[config.mk]
export PLATFORM = sky130hd
export DESIGN_NAME = euclidean_rhythm_trigger_top
export DESIGN_NICKNAME = d
export VERILOG_FILES = /design/src/sv/ert_pkg.sv /design/src/sv/ert_cfg.sv /design/src/sv/ert_dp.sv /design/src/sv/ert_ctrl.sv /design/src/sv/euclidean_rhythm_trigger_top.sv
export SDC_FILE = /design/constraint.sdc
export NUM_CORES = 1
export LEC_CHECK = 0
export BUFFER_PORTS_ARGS = -buffer_cell sky130_fd_sc_hd__buf_2
export CORE_MARGIN = 3
export CORE_UTILIZATION = 30
export CTS_CLUSTER_DIAMETER = 120
export DETAILED_ROUTE_END_ITERATION = 8
export PLACE_DENSITY = 0.53
export SLEW_MARGIN = 15
export SYNTH_ARGS = -nofsm -noshare
export SYNTH_HDL_FRONTEND = slang
export SYNTH_HIERARCHICAL = 1
export SYNTH_SLANG_ARGS = --single-unit
[constraint.sdc]
create_clock -name clk -period 6.2 [get_ports clk]
set_input_delay 0.62 -clock clk [delete_from_list [all_inputs] [get_ports clk]]
set_output_delay 0.62 -clock clk [all_outputs]
set_load 0.1 [all_outputs]
[src/sv/ert_pkg.sv]
package ert_pkg;

	// Fixed field widths
	localparam int CNT_W      = 6;   // step_count, pulse_count, start_offset
	localparam int NOTE_W     = 7;
	localparam int VEL_W      = 7;
	localparam int CHAN_W     = 5;
	localparam int IDX_W      = 5;
	localparam int CFG_ADDR_W = 3;
	localparam int CFG_DATA_W = 7;
	localparam int OUT_W      = NOTE_W + VEL_W + CHAN_W + IDX_W;

	// Register indexes
	localparam logic [CFG_ADDR_W-1:0] REG_STEP_COUNT   = 3'd0;
	localparam logic [CFG_ADDR_W-1:0] REG_PULSE_COUNT  = 3'd1;
	localparam logic [CFG_ADDR_W-1:0] REG_START_OFFSET = 3'd2;
	localparam logic [CFG_ADDR_W-1:0] REG_NOTE_NUMBER  = 3'd3;
	localparam logic [CFG_ADDR_W-1:0] REG_VELOCITY_OVR = 3'd4;
	localparam logic [CFG_ADDR_W-1:0] REG_MIDI_CHANNEL = 3'd5;

	localparam logic [VEL_W-1:0]  VEL_DEFAULT   = 7'd100;
	localparam logic [NOTE_W-1:0] NOTE_RESET    = 7'd36;
	localparam logic [CHAN_W-1:0] CHAN_MIN      = 5'd1;
	localparam logic [CHAN_W-1:0] CHAN_MAX      = 5'd16;
	localparam logic [CNT_W-1:0]  STEPS_MIN     = 6'd2;
	localparam logic [CNT_W-1:0]  STEPS_RESET   = 6'd16;
	localparam logic [CNT_W-1:0]  PULSES_RESET  = 6'd4;
	localparam logic [CNT_W-1:0]  START_MIN     = 6'd1;

	typedef struct packed {
		logic [CNT_W-1:0]  steps;
		logic [CNT_W-1:0]  pulses;
		logic [CNT_W-1:0]  start;
		logic [NOTE_W-1:0] note;
		logic [VEL_W-1:0]  vel_ovr;
		logic [CHAN_W-1:0] chan;
		logic              stale;
	} cfg_t;

	typedef struct packed {
		logic load;        // latch the accepted item, arm the walk and the divider
		logic build_step;  // one bucket step of the pattern walk
		logic div_step;    // one remainder bit
		logic commit;      // evaluate the step, update history, load the output
	} cmd_t;

	typedef struct packed {
		logic stale;
		logic build_last;
		logic div_last;
		logic fire;
		logic out_busy;
	} sts_t;

endpackage

[src/sv/ert_cfg.sv]
module ert_cfg import ert_pkg::*; #(
	parameter int MAX_STEPS = 32
) (
	input  logic                  clk,
	input  logic                  arst_n,
	input  logic                  cfg_we,
	input  logic [CFG_ADDR_W-1:0] cfg_addr,
	input  logic [CFG_DATA_W-1:0] cfg_wdata,
	input  logic                  clear_stale,
	output cfg_t                  cfg
);

	localparam logic [CNT_W:0] MAXS = (CNT_W+1)'(MAX_STEPS);
	localparam logic [CNT_W-1:0] RST_STEPS =
		(MAX_STEPS < 16) ? CNT_W'(MAX_STEPS) : STEPS_RESET;
	localparam logic [CNT_W-1:0] RST_PULSES =
		(RST_STEPS < PULSES_RESET) ? RST_STEPS : PULSES_RESET;

	cfg_t            cfg_q;
	logic [CNT_W-1:0] wv;
	logic [CNT_W-1:0] new_steps;
	logic [CNT_W-1:0] new_start;
	logic [CHAN_W-1:0] cv;

	assign wv = cfg_wdata[CNT_W-1:0];
	assign cv = cfg_wdata[CHAN_W-1:0];

	always_comb begin
		if (wv < STEPS_MIN)
			new_steps = STEPS_MIN;
		else if ({1'b0, wv} > MAXS)
			new_steps = MAXS[CNT_W-1:0];
		else
			new_steps = wv;
		if (wv > cfg_q.steps)
			new_start = cfg_q.steps;
		else if (wv < START_MIN)
			new_start = START_MIN;
		else
			new_start = wv;
	end

	always_ff @(posedge clk or negedge arst_n) begin
		if (!arst_n) begin
			cfg_q.steps   <= RST_STEPS;
			cfg_q.pulses  <= RST_PULSES;
			cfg_q.start   <= START_MIN;
			cfg_q.note    <= NOTE_RESET;
			cfg_q.vel_ovr <= '0;
			cfg_q.chan    <= CHAN_MIN;
			cfg_q.stale   <= 1'b1;
		end else if (cfg_we) begin
			case (cfg_addr)
				REG_STEP_COUNT: begin
					cfg_q.steps <= new_steps;
					if (cfg_q.pulses > new_steps)
						cfg_q.pulses <= new_steps;
					if (cfg_q.start > new_steps)
						cfg_q.start <= new_steps;
					cfg_q.stale <= 1'b1;
				end
				REG_PULSE_COUNT: begin
					cfg_q.pulses <= (wv > cfg_q.steps) ? cfg_q.steps : wv;
					cfg_q.stale  <= 1'b1;
				end
				REG_START_OFFSET: begin
					cfg_q.start <= new_start;
					cfg_q.stale <= 1'b1;
				end
				REG_NOTE_NUMBER:  cfg_q.note    <= cfg_wdata[NOTE_W-1:0];
				REG_VELOCITY_OVR: cfg_q.vel_ovr <= cfg_wdata[VEL_W-1:0];
				REG_MIDI_CHANNEL: begin
					if (cv < CHAN_MIN)
						cfg_q.chan <= CHAN_MIN;
					else if (cv > CHAN_MAX)
						cfg_q.chan <= CHAN_MAX;
					else
						cfg_q.chan <= cv;
				end
				default: ;
			endcase
		end else if (clear_stale) begin
			cfg_q.stale <= 1'b0;
		end
	end

	assign cfg = cfg_q;

endmodule

[src/sv/ert_dp.sv]
module ert_dp import ert_pkg::*; #(
	parameter int MAX_STEPS     = 32,
	parameter int POSITION_BITS = 24
) (
	input  logic                     clk,
	input  logic                     arst_n,
	input  cfg_t                     cfg,
	input  cmd_t                     cmd,
	input  logic [POSITION_BITS-1:0] position,
	input  logic                     restart,
	input  logic                     m_tready,
	output sts_t                     sts,
	output logic                     m_tvalid,
	output logic [OUT_W-1:0]         m_tdata
);

	localparam int STEP_W = $clog2(MAX_STEPS);
	localparam int DCNT_W = $clog2(POSITION_BITS);

	// Pattern walk
	logic [MAX_STEPS-1:0] pattern_q;
	logic [CNT_W:0]       bucket_q;
	logic [CNT_W-1:0]     bidx_q;
	logic [STEP_W-1:0]    wp_q;
	logic [CNT_W:0]       bsum;
	logic                 bhit;
	logic [CNT_W:0]       wp_inc;
	logic                 wp_wrap;

	// Remainder unit
	logic [POSITION_BITS-1:0] pos_sh_q;
	logic [CNT_W-1:0]         rem_q;
	logic [DCNT_W-1:0]        dcnt_q;
	logic [CNT_W:0]           trial;
	logic [CNT_W:0]           trial_sub;

	// Step history and output
	logic              restart_q;
	logic              last_valid_q;
	logic [STEP_W-1:0] last_q;
	logic [STEP_W-1:0] step;
	logic              change;
	logic              fire;
	logic              out_valid_q;
	logic [OUT_W-1:0]  out_data_q;
	logic [VEL_W-1:0]  vel;

	assign bsum    = bucket_q + {1'b0, cfg.pulses};
	assign bhit    = bsum >= {1'b0, cfg.steps};
	assign wp_inc  = (CNT_W+1)'(wp_q) + 1'b1;
	assign wp_wrap = wp_inc == {1'b0, cfg.steps};

	assign trial     = {rem_q, pos_sh_q[POSITION_BITS-1]};
	assign trial_sub = trial - {1'b0, cfg.steps};

	assign step   = rem_q[STEP_W-1:0];
	assign change = !(last_valid_q && !restart_q) || (step != last_q);
	assign fire   = change && pattern_q[step];
	assign vel    = (cfg.vel_ovr != '0) ? cfg.vel_ovr : VEL_DEFAULT;

	always_ff @(posedge clk) begin
		if (cmd.load) begin
			pos_sh_q  <= position;
			rem_q     <= '0;
			dcnt_q    <= '0;
			restart_q <= restart;
			if (cfg.stale) begin
				pattern_q <= '0;
				bucket_q  <= {1'b0, cfg.steps} - {1'b0, cfg.pulses};
				bidx_q    <= '0;
				wp_q      <= STEP_W'(cfg.start - START_MIN);
			end
		end
		if (cmd.build_step) begin
			bucket_q <= bhit ? (bsum - {1'b0, cfg.steps}) : bsum;
			// no pulses: the walk would still carry, keep rests
			if (bhit && cfg.pulses != '0)
				pattern_q[wp_q] <= 1'b1;
			bidx_q <= bidx_q + 1'b1;
			wp_q   <= wp_wrap ? '0 : wp_inc[STEP_W-1:0];
		end
		if (cmd.div_step) begin
			rem_q    <= trial_sub[CNT_W] ? trial[CNT_W-1:0] : trial_sub[CNT_W-1:0];
			pos_sh_q <= {pos_sh_q[POSITION_BITS-2:0], 1'b0};
			dcnt_q   <= dcnt_q + 1'b1;
		end
		if (cmd.commit && change)
			last_q <= step;
		if (cmd.commit && fire)
			out_data_q <= {IDX_W'(step), cfg.chan, vel, cfg.note};
	end

	always_ff @(posedge clk or negedge arst_n) begin
		if (!arst_n) begin
			last_valid_q <= 1'b0;
			out_valid_q  <= 1'b0;
		end else begin
			if (cmd.commit && change)
				last_valid_q <= 1'b1;
			if (cmd.commit && fire)
				out_valid_q <= 1'b1;
			else if (m_tready)
				out_valid_q <= 1'b0;
		end
	end

	assign sts.stale      = cfg.stale;
	assign sts.build_last = bidx_q == (cfg.steps - 1'b1);
	assign sts.div_last   = dcnt_q == DCNT_W'(POSITION_BITS - 1);
	assign sts.fire       = fire;
	assign sts.out_busy   = out_valid_q && !m_tready;

	assign m_tvalid = out_valid_q;
	assign m_tdata  = out_data_q;

endmodule

[src/sv/ert_ctrl.sv]
module ert_ctrl import ert_pkg::*; (
	input  logic clk,
	input  logic arst_n,
	input  logic s_tvalid,
	input  sts_t sts,
	output logic s_tready,
	output cmd_t cmd,
	output logic clear_stale
);

	typedef enum logic [3:0] {
		ST_IDLE   = 4'b0001,
		ST_BUILD  = 4'b0010,
		ST_DIV    = 4'b0100,
		ST_DECIDE = 4'b1000
	} state_t;

	state_t state_q, state_d;

	always_comb begin
		state_d        = state_q;
		cmd            = '0;
		clear_stale    = 1'b0;
		s_tready       = 1'b0;
		case (state_q)
			ST_IDLE: begin
				s_tready = 1'b1;
				if (s_tvalid) begin
					cmd.load = 1'b1;
					state_d  = sts.stale ? ST_BUILD : ST_DIV;
				end
			end
			ST_BUILD: begin
				cmd.build_step = 1'b1;
				if (sts.build_last) begin
					clear_stale = 1'b1;
					state_d     = ST_DIV;
				end
			end
			ST_DIV: begin
				cmd.div_step = 1'b1;
				if (sts.div_last)
					state_d = ST_DECIDE;
			end
			ST_DECIDE: begin
				// hold while a hit waits for the output slot
				if (!(sts.fire && sts.out_busy)) begin
					cmd.commit = 1'b1;
					state_d    = ST_IDLE;
				end
			end
			default: state_d = ST_IDLE;
		endcase
	end

	always_ff @(posedge clk or negedge arst_n) begin
		if (!arst_n)
			state_q <= ST_IDLE;
		else
			state_q <= state_d;
	end

endmodule

[src/sv/euclidean_rhythm_trigger_top.sv]
// One channel of a Euclidean rhythm sequencer. Each input transfer carries an
// absolute sixteenth-note position and a restart flag; the block reduces the
// position modulo the step count and sends one note-on transfer when the step
// differs from the last one seen, or restart is set or no step was seen yet,
// and the pattern has a hit there. The pattern is rebuilt by a Bresenham bucket
// walk, rotated by start_offset - 1, on the first item after any write to
// step_count, pulse_count or start_offset. An accepted item goes through the
// restoring divider, one remainder bit per cycle, then the decide state; only
// then is the block ready again. The first item after a pattern change first
// walks the bucket over step_count steps, one pattern bit per cycle.
// The next item is taken while a note-on still waits in the output register;
// the block holds in the decide cycle only when a new hit meets a full output
// register. Configuration writes take effect at once and must only be issued
// while the block is idle; out-of-range values saturate.
module euclidean_rhythm_trigger_top import ert_pkg::*; #(
	parameter int MAX_STEPS     = 32,
	parameter int POSITION_BITS = 24
) (
	input  logic                          clk,
	input  logic                          arst_n,
	// configuration write port
	input  logic                          cfg_we,
	input  logic [CFG_ADDR_W-1:0]         cfg_addr,
	input  logic [CFG_DATA_W-1:0]         cfg_wdata,
	// input stream
	input  logic                          s_tvalid,
	output logic                          s_tready,
	input  logic [((POSITION_BITS+7)/8)*8-1:0] s_tdata,  // step_position, zero pad
	input  logic                          s_tuser,  // restart
	// note-on stream
	output logic                          m_tvalid,
	input  logic                          m_tready,
	output logic [OUT_W-1:0]              m_tdata   // note, velocity, midi_channel, step_index
);

	cfg_t cfg;
	cmd_t cmd;
	sts_t sts;
	logic clear_stale;

	// Configuration registers with saturation and the stale mark
	ert_cfg #(
		.MAX_STEPS(MAX_STEPS)
	) u_cfg (
		.clk        (clk),
		.arst_n     (arst_n),
		.cfg_we     (cfg_we),
		.cfg_addr   (cfg_addr),
		.cfg_wdata  (cfg_wdata),
		.clear_stale(clear_stale),
		.cfg        (cfg)
	);

	// Sequencer: accept, walk the pattern if stale, divide, decide
	ert_ctrl u_ctrl (
		.clk        (clk),
		.arst_n     (arst_n),
		.s_tvalid   (s_tvalid),
		.sts        (sts),
		.s_tready   (s_tready),
		.cmd        (cmd),
		.clear_stale(clear_stale)
	);

	// Pattern register, remainder unit, step history and output register
	ert_dp #(
		.MAX_STEPS    (MAX_STEPS),
		.POSITION_BITS(POSITION_BITS)
	) u_dp (
		.clk     (clk),
		.arst_n  (arst_n),
		.cfg     (cfg),
		.cmd     (cmd),
		.position(s_tdata[POSITION_BITS-1:0]),
		.restart (s_tuser),
		.m_tready(m_tready),
		.sts     (sts),
		.m_tvalid(m_tvalid),
		.m_tdata (m_tdata)
	);

endmodule

==> impl_metrics.csv, run 1 <==
group,metric,value,unit
status,status,"finished clean",
timing,final.setup.tns,0,ps
detailed_routing,via_per_inst,4.89,
pwr,ir_drop,0.205,mV
placement,dp.cells,1214,
timing,fin_skew,9.24,ps
detailed_routing,wl_per_cell,16.5,µm
finish,final-instance-count-excl-fill,1246,
die,dieArea,0.0312,mm²
synthesis,synth_top_family_by_area,"compound AO/OA/AOI/OAI gates",
finish,layout-drive-gt1-share,17.4,%
global_route,antenna_found_initial,0,
timing,final.min_clock_period,3700,ps
setup_path,worst-path-max-fanout,15,
clock_network,clock_latency,430,ps
placement,portBuffers,65,
clock_network,cts_setup_buffers,0,
timing,setup_viol_count_final,0,
pwr,pwr_density_cell,476,mW/mm²
setup_path,crit_path_end_kind,"flop",
timing,holdWs,292,ps
synthesis,yosysSeqAreaShare,48.4,%
global_route,grtUsageTotal,13.6,%
detailed_routing,drt_pass1_iterations,5,
synthesis,synth_simple_gate_area_share,14.5,%
synthesis,ys.flop_type,"edfxtp_1",
clock_network,ctsResizeCount,0,
global_route,first_global_vias,5993,
finish,final_common_cell,"edfxtp_1",
synthesis,syn_inst,799,
setup_path,path_delay_family,"simple AND/OR/NAND/NOR gates",
synthesis,avgSynthCellArea,10.9,µm²
clock_network,htree_levels,4,
setup_path,crit_path_start_kind,"flop",
finish,synthToLayoutAreaGrowth,13.7,%
finish,n_antenna_cell,0,
worst_hold_path,worst_hold_path_type,"primary input to async pin",
setup_path,slowest_stage,"dfrtp_1",
setup_path,crit_type,"flop to flop",
pwr,p_clk_share,21.2,%
die,start_util,31.0,%
finish,layout_common_cells,"edfxtp_1, nand2_1, buf_2",
synthesis,ys_types,80,
timing,relSlewSlack,23.7,%
synthesis,synthAdderAreaFrac,8.07,%
finish,nets,949,
setup_path,startpoint,"u_cfg/cfg[26]",
timing,slew_viol_final,0,
timing,rsz0062_at_grt,"no",
detailed_routing,totalWireLength,20600,µm
synthesis,synth_mux_area_share,5.45,%
setup_path,r2r_slack,2500,ps
detailed_routing,drt_iter0_markers,427,
pwr,comb_power_share,41.5,%
setup_path,required,6540,ps
pwr,switching_share,39.7,%
synthesis,synthesis.area,0.00874,mm²
synthesis,synth-async-reset-ratio,27.7,%
pwr,p_total,4.73,mW
die,io_pins,66,
global_route,grt_pass1_wl,33500,µm
clock_network,clockBufferDepth,2,
global_route,overflow,0,
placement,gp_congestion,0.798,
flow_run,timing.max_cap.violations,0,
setup_path,crit_arrival,4040,ps
detailed_routing,drc,0,
detailed_routing,ant_nets,0,
clock_network,clkTransAtPathRegs,70,ps
timing,post-route-period-util,59.6,%
timing,worst_pin_slew,1150,ps
die,coreArea,0.0282,mm²
die,rows,61,
timing,hold_viol_final,0,
pwr,power.switching,1.88,mW
clock_network,clock_sinks,159,
setup_path,r2r_start,"u_cfg/cfg[26]",
clock_network,clk_root_buffer_cell,"clkbuf_16",
global_route,grt_max_degree,45,
synthesis,ys_ff_latch,159,
clock_network,cts_buffers,17,
placement,place_hpwl,14600,µm
timing,clock.fmax,0.270,GHz
setup_path,cp_cell_sequence,"ha_1 -> inv_1 -> fa_1 -> and2b_1 -> o21a_1 -> nor2_1 -> xnor2_1 -> ha_1 -> nand4_1 -> nor2_1 -> and4bb_2 -> o21ai_4 -> nand3_2 -> o21ai_0",
pwr,internal_power,2.85,mW
pwr,seq_power_share,37.3,%
setup_path,slowest_delay,410,ps
synthesis,synth-compound-area-share,15.0,%
pwr,leakagePower,3.90,nW
clock_network,hold_buffers,0,
die,die_h,177,µm
synthesis,synth_edf_count,82,
detailed_routing,vias,6099,
clock_network,cts_tree,"done",
synthesis,synth_xor_area_share,4.51,%
setup_path,cp_num_buf_inv,1,
synthesis,synth_nets,893,
synthesis,ys_warn_count,6,
die,fp.dieW,177,µm
## area by class of cell
class | instances | area (µm²)
clock inverters | 14 | 123
repair buffers | 69 | 355
flip-flops and latches | 159 | 4230
clock buffers | 18 | 429
inverters | 46 | 173
multi-input cells | 562 | 4150
well taps | 378 | 473
fillers | 2916 | 18300
## cells in the mapped netlist, types with 5 or more instances
| library cell | n | share of area [%] |
|---|---|---|
| clkbuf_1 | 16 | 0.69 |
| o211ai_1 | 8 | 0.69 |
| o21a_1 | 6 | 0.52 |
| buf_2 | 5 | 0.29 |
| a22o_1 | 22 | 2.2 |
| dfstp_2 | 8 | 2.4 |
| xor2_1 | 18 | 1.8 |
| nand2_1 | 78 | 3.3 |
| mux2_2 | 13 | 1.7 |
| nor3_1 | 8 | 0.46 |
| buf_4 | 5 | 0.43 |
| nand2b_1 | 11 | 0.79 |
| o21ai_0 | 64 | 3.7 |
| inv_1 | 45 | 1.9 |
| o22ai_1 | 10 | 0.72 |
| a21o_1 | 9 | 0.77 |
| xnor2_1 | 27 | 2.7 |
| edfxtp_1 | 82 | 28 |
| nor2b_1 | 18 | 1.3 |
| a31oi_1 | 7 | 0.50 |
| dfxtp_1 | 33 | 7.6 |
| nor2_1 | 32 | 1.4 |
| a21oi_1 | 17 | 0.97 |
| or3_1 | 7 | 0.50 |
| and2_1 | 11 | 0.79 |
| buf_6 | 5 | 0.64 |
| nand3_1 | 18 | 1.0 |
| nand3b_1 | 5 | 0.43 |
| mux2i_1 | 33 | 3.8 |
| nand3_2 | 5 | 0.57 |
| a22oi_1 | 8 | 0.69 |
| ha_1 | 50 | 7.2 |
| dfrtp_1 | 36 | 10 |
## registers in the layout, indices dropped and copies added (netlist names)
name               flops
u_cfg/cfg             38
u_dp/pattern_q        32
u_dp/m_tdata          24
u_dp/pos_sh_q         24
u_dp/bucket_q          7
u_dp/bidx_q            6
u_dp/rem_q             6
u_dp/dcnt_q            5
u_dp/last_q            5
u_dp/wp_q              5
u_ctrl/state_q         4
u_dp/last_valid_q      1
u_dp/m_tvalid          1
u_dp/restart_q         1
## layer usage
layer	track usage [%]	vias to the layer above	wire, µm	part of all wire, %
met4	3.96	0	266	1.3
li1	-	3016	-	-
met1	20.0	2965	10300	50
met3	2.08	21	680	3.3
met2	20.6	97	9280	45
met5	0	-	0	0
## final timing paths
kind,endpoint,cells after the start
max,u_dp/pattern_q[28],14
min,u_cfg/cfg[14],2
max reg2reg,u_dp/pattern_q[28],14
min reg2reg,u_dp/m_tdata[18],0
max in group asynchronous,u_cfg/cfg[27],2
min in group clk,u_ctrl/state_q[0],2
## worst reg2reg max path: cells and delay by family, from the launching register on
family,cells,cell delay [ps]
fa+ha+maj,3,1000
flops,1,410
simple gates,6,1250
compound gates,3,750
buf+inv,1,70
xor+xnor,1,140
## power by group through the flow
stage | clock [mW] | sequential, mW | combinational, mW
final | 1.00 | 1.76 | 1.96
after global routing | 1.07 | 1.81 | 2.21
after CTS | 1.03 | 1.77 | 1.97
after detailed placement | 0 | 1.79 | 1.96
after global placement | 0 | 1.78 | 1.95
after floorplan | 0 | 1.68 | 1.63
## cell families after synthesis
family	after synthesis
compound gates	184
xor+xnor	45
fa+ha+maj	54
buf+inv	78
flops	159
mux	46
simple gates	233
## stage by stage
stage	util (%)	cell area, µm²	setup WS [ps]
after floorplan	-	8740	2280
after global placement	33.2	9390	2580
after detailed placement	33.2	9390	2510
after CTS	35.2	9940	2490
after global routing	35.2	9940	2210
final	35.2	9940	2500
No activity file was read; power rests on OpenSTA's default activity.
==> run 2, diff against run 1 <==
- ABC_AREA: default -> 1
- PLACE_DENSITY: 0.53 -> 0.52
- clock period: 6.2 -> 3.85 ns (I/O delays scaled with it)
==> run 2 against run 1 <==
Against the previous run: largest power group unchanged; critical endpoint is now u_dp/pattern_q[31]; cell count up 29%; total power up 74%; critical path depth increased by 3; fmax is 13% higher; die area rose by 6.5%; highest routed layer unchanged.
==> impl_metrics.csv, run 2 <==
group,metric,value,unit
setup_path,crit_type,"flop to flop",
detailed_routing,totalWireLength,22700,µm
detailed_routing,drc,0,
detailed_routing,wl_per_cell,14.1,µm
setup_path,required,4140,ps
timing,relSlewSlack,45.1,%
setup_path,timing.rr.end,"u_dp/pattern_q[31]",
die,coreArea,0.0301,mm²
detailed_routing,via_per_inst,4.65,
global_route,overflow,0,
setup_path,crit_path_start_kind,"flop",
pwr,leakagePower,4.89,nW
synthesis,ys.flop_type,"edfxtp_1",
die,start_util,31.0,%
global_route,antenna_found_initial,0,
timing,rsz0062_at_grt,"no",
timing,final.min_clock_period,3280,ps
synthesis,ys_top_cells_by_area,"edfxtp_1, nand2_1, dfrtp_1",
timing,final.setup.tns,0,ps
die,dieArea,0.0333,mm²
placement,place_hpwl,16100,µm
finish,layout-drive-gt1-share,16.3,%
synthesis,synthesis.area,0.00933,mm²
synthesis,yosysTopAreaCell,"edfxtp_1",
finish,layout_common_cells,"nand2_1, inv_1, nand3_1",
synthesis,synth.most_common_cell,"nand2_1",
synthesis,yosysSeqAreaShare,45.4,%
clock_network,htree_levels,4,
finish,largest_reg_flops,38,
timing,setup_viol_count_final,0,
synthesis,synth_common_cells,"nand2_1, inv_1, nand3_1, edfxtp_1, nor2_1",
global_route,grt_pass1_wl,37900,µm
timing,post-route-period-util,85.1,%
synthesis,syn_inst,1146,
pwr,ir_drop,0.446,mV
die,rows,63,
finish,final_common_cell,"nand2_1",
clock_network,clock_latency,430,ps
finish,synthToLayoutAreaGrowth,14.2,%
placement,gp_congestion,0.802,
detailed_routing,drt_iter0_markers,453,
die,die_h,182,µm
timing,slew_viol_final,0,
synthesis,synth-async-reset-ratio,27.7,%
timing,fin_skew,14.0,ps
setup_path,crit_arrival,3570,ps
placement,portBuffers,65,
finish,finish.utilization,35.4,%
clock_network,clk_root_buffer_cell,"clkbuf_16",
detailed_routing,drt_pass1_iterations,5,
synthesis,ys_ff_latch,159,
pwr,p_total,8.24,mW
timing,worst_pin_slew,820,ps
synthesis,synth_top_area_share,26.4,%
clock_network,clkTransAtPathRegs,70,ps
worst_hold_path,worst_hold_path_type,"primary input to async pin",
setup_path,r2r_slack,570,ps
setup_path,crit_path_end_kind,"flop",
setup_path,r2r_cells,17,
setup_path,r2r_start,"u_cfg/cfg[26]",
finish,nets,1301,
clock_network,cts_buffers,17,
clock_network,cts_tree,"done",
die,fp.dieW,182,µm
global_route,grtUsageTotal,14.1,%
synthesis,synth_nets,1240,
detailed_routing,vias,7480,
synthesis,ys_warn_count,6,
clock_network,clock_sinks,159,
clock_network,cts_setup_buffers,0,
flow_run,timing.max_cap.violations,0,
detailed_routing,ant_nets,0,
timing,clock.fmax,0.305,GHz
global_route,first_global_vias,7332,
synthesis,avgSynthCellArea,8.14,µm²
die,io_pins,66,
clock_network,hold_buffers,0,
global_route,grt_max_degree,45,
clock_network,ctsResizeCount,0,
synthesis,synth_edf_count,82,
finish,n_antenna_cell,0,
setup_path,worst-path-max-fanout,32,
timing,hold_viol_final,0,
pwr,pwr_density_cell,773,mW/mm²
clock_network,clockBufferDepth,2,
status,status,"finished clean",
synthesis,ys_types,44,
## run 2: changes by cell type after synthesis, moves of 30 or more
cell / previous run / this run
o21ai_2: 0 / 31
mux2i_1: 33 / 0
nand2_1: 78 / 359
o21ai_0: 64 / 34
inv_1: 45 / 134
nand3_1: 18 / 107
nor2_1: 32 / 74
## run 2: power by group
group | leakage, nW | total (mW) | internal, mW | switching [mW]
registers | 1.57 | 2.71 | 2.37 | 0.336
logic | 3.02 | 3.78 | 1.26 | 2.51
clock network | 0.292 | 1.75 | 0.983 | 0.769
## run 2: critical path, stage by stage (launching register included)
cell and delay, ps:
dfrtp_1 430, ha_1 220, inv_1 60, fa_1 410
inv_1 90, nand2_1 60, nand2_1 60, xnor2_1 140
inv_1 70, ha_1 350, nand2_1 100, inv_1 50
nand4_1 60, nand3_1 130, nand2_2 160, nand3_4 130
nand2_4 440, o21ai_0 150
## run 2: layout make-up
| cell class | instances | area [µm²] |
|---|---|---|
| repair buffers | 79 | 430 |
| inverters | 143 | 537 |
| fillers | 3206 | 19500 |
| well taps | 390 | 488 |
| clock inverters | 14 | 174 |
| multi-input cells | 807 | 4360 |
| flip-flops and latches | 159 | 4230 |
| clock buffers | 18 | 429 |
## run 2: worst max path at each step
stage / startpoint / end / slack [ps] / cells past startpoint
after global placement: u_cfg/cfg[26] / u_dp/pattern_q[0] / 680 / 17
after CTS: u_cfg/cfg[26] / u_dp/pattern_q[31] / 560 / 17
after global routing: u_cfg/cfg[26] / u_dp/pattern_q[31] / 260 / 17
final: u_cfg/cfg[26] / u_dp/pattern_q[31] / 570 / 17
after floorplan: u_cfg/cfg[26] / u_dp/bucket_q[3] / 1160 / 19
after detailed placement: u_cfg/cfg[26] / u_dp/pattern_q[31] / 570 / 17
## run 2: per-layer routing
layer,GRT usage (%),vias up,part of all wire (%)
met5,0,-,0
met4,3.35,0,1.2
met3,2.31,17,3.1
met2,22.2,137,45
met1,20.4,3486,51
li1,-,3840,-
## run 2: cells by family (layout without fill, tap and decap cells)
family                     after synthesis  count (layout)  share of synthesized area (%)
AOI/OAI and AO/OA                      111             111                           7.70
buffers and inverters                  180             254                           7.90
DFF                                    159             159                           45.4
xor gates and xnor gates                27              27                           2.61
adders and majority gates               54              54                           7.56
and+or+nand+nor                        615             615                           28.9
## run 2: stage by stage
step	worst slack, ps	area (µm²)	instances	hold WS, ps
global route	258	10700	1610	81.4
finish	574	10700	1610	49.2
detailed placement	574	10100	1578	434
CTS	563	10700	1610	79.3
global placement	685	10100	1578	438
floorplan	1160	9330	1146	89.4
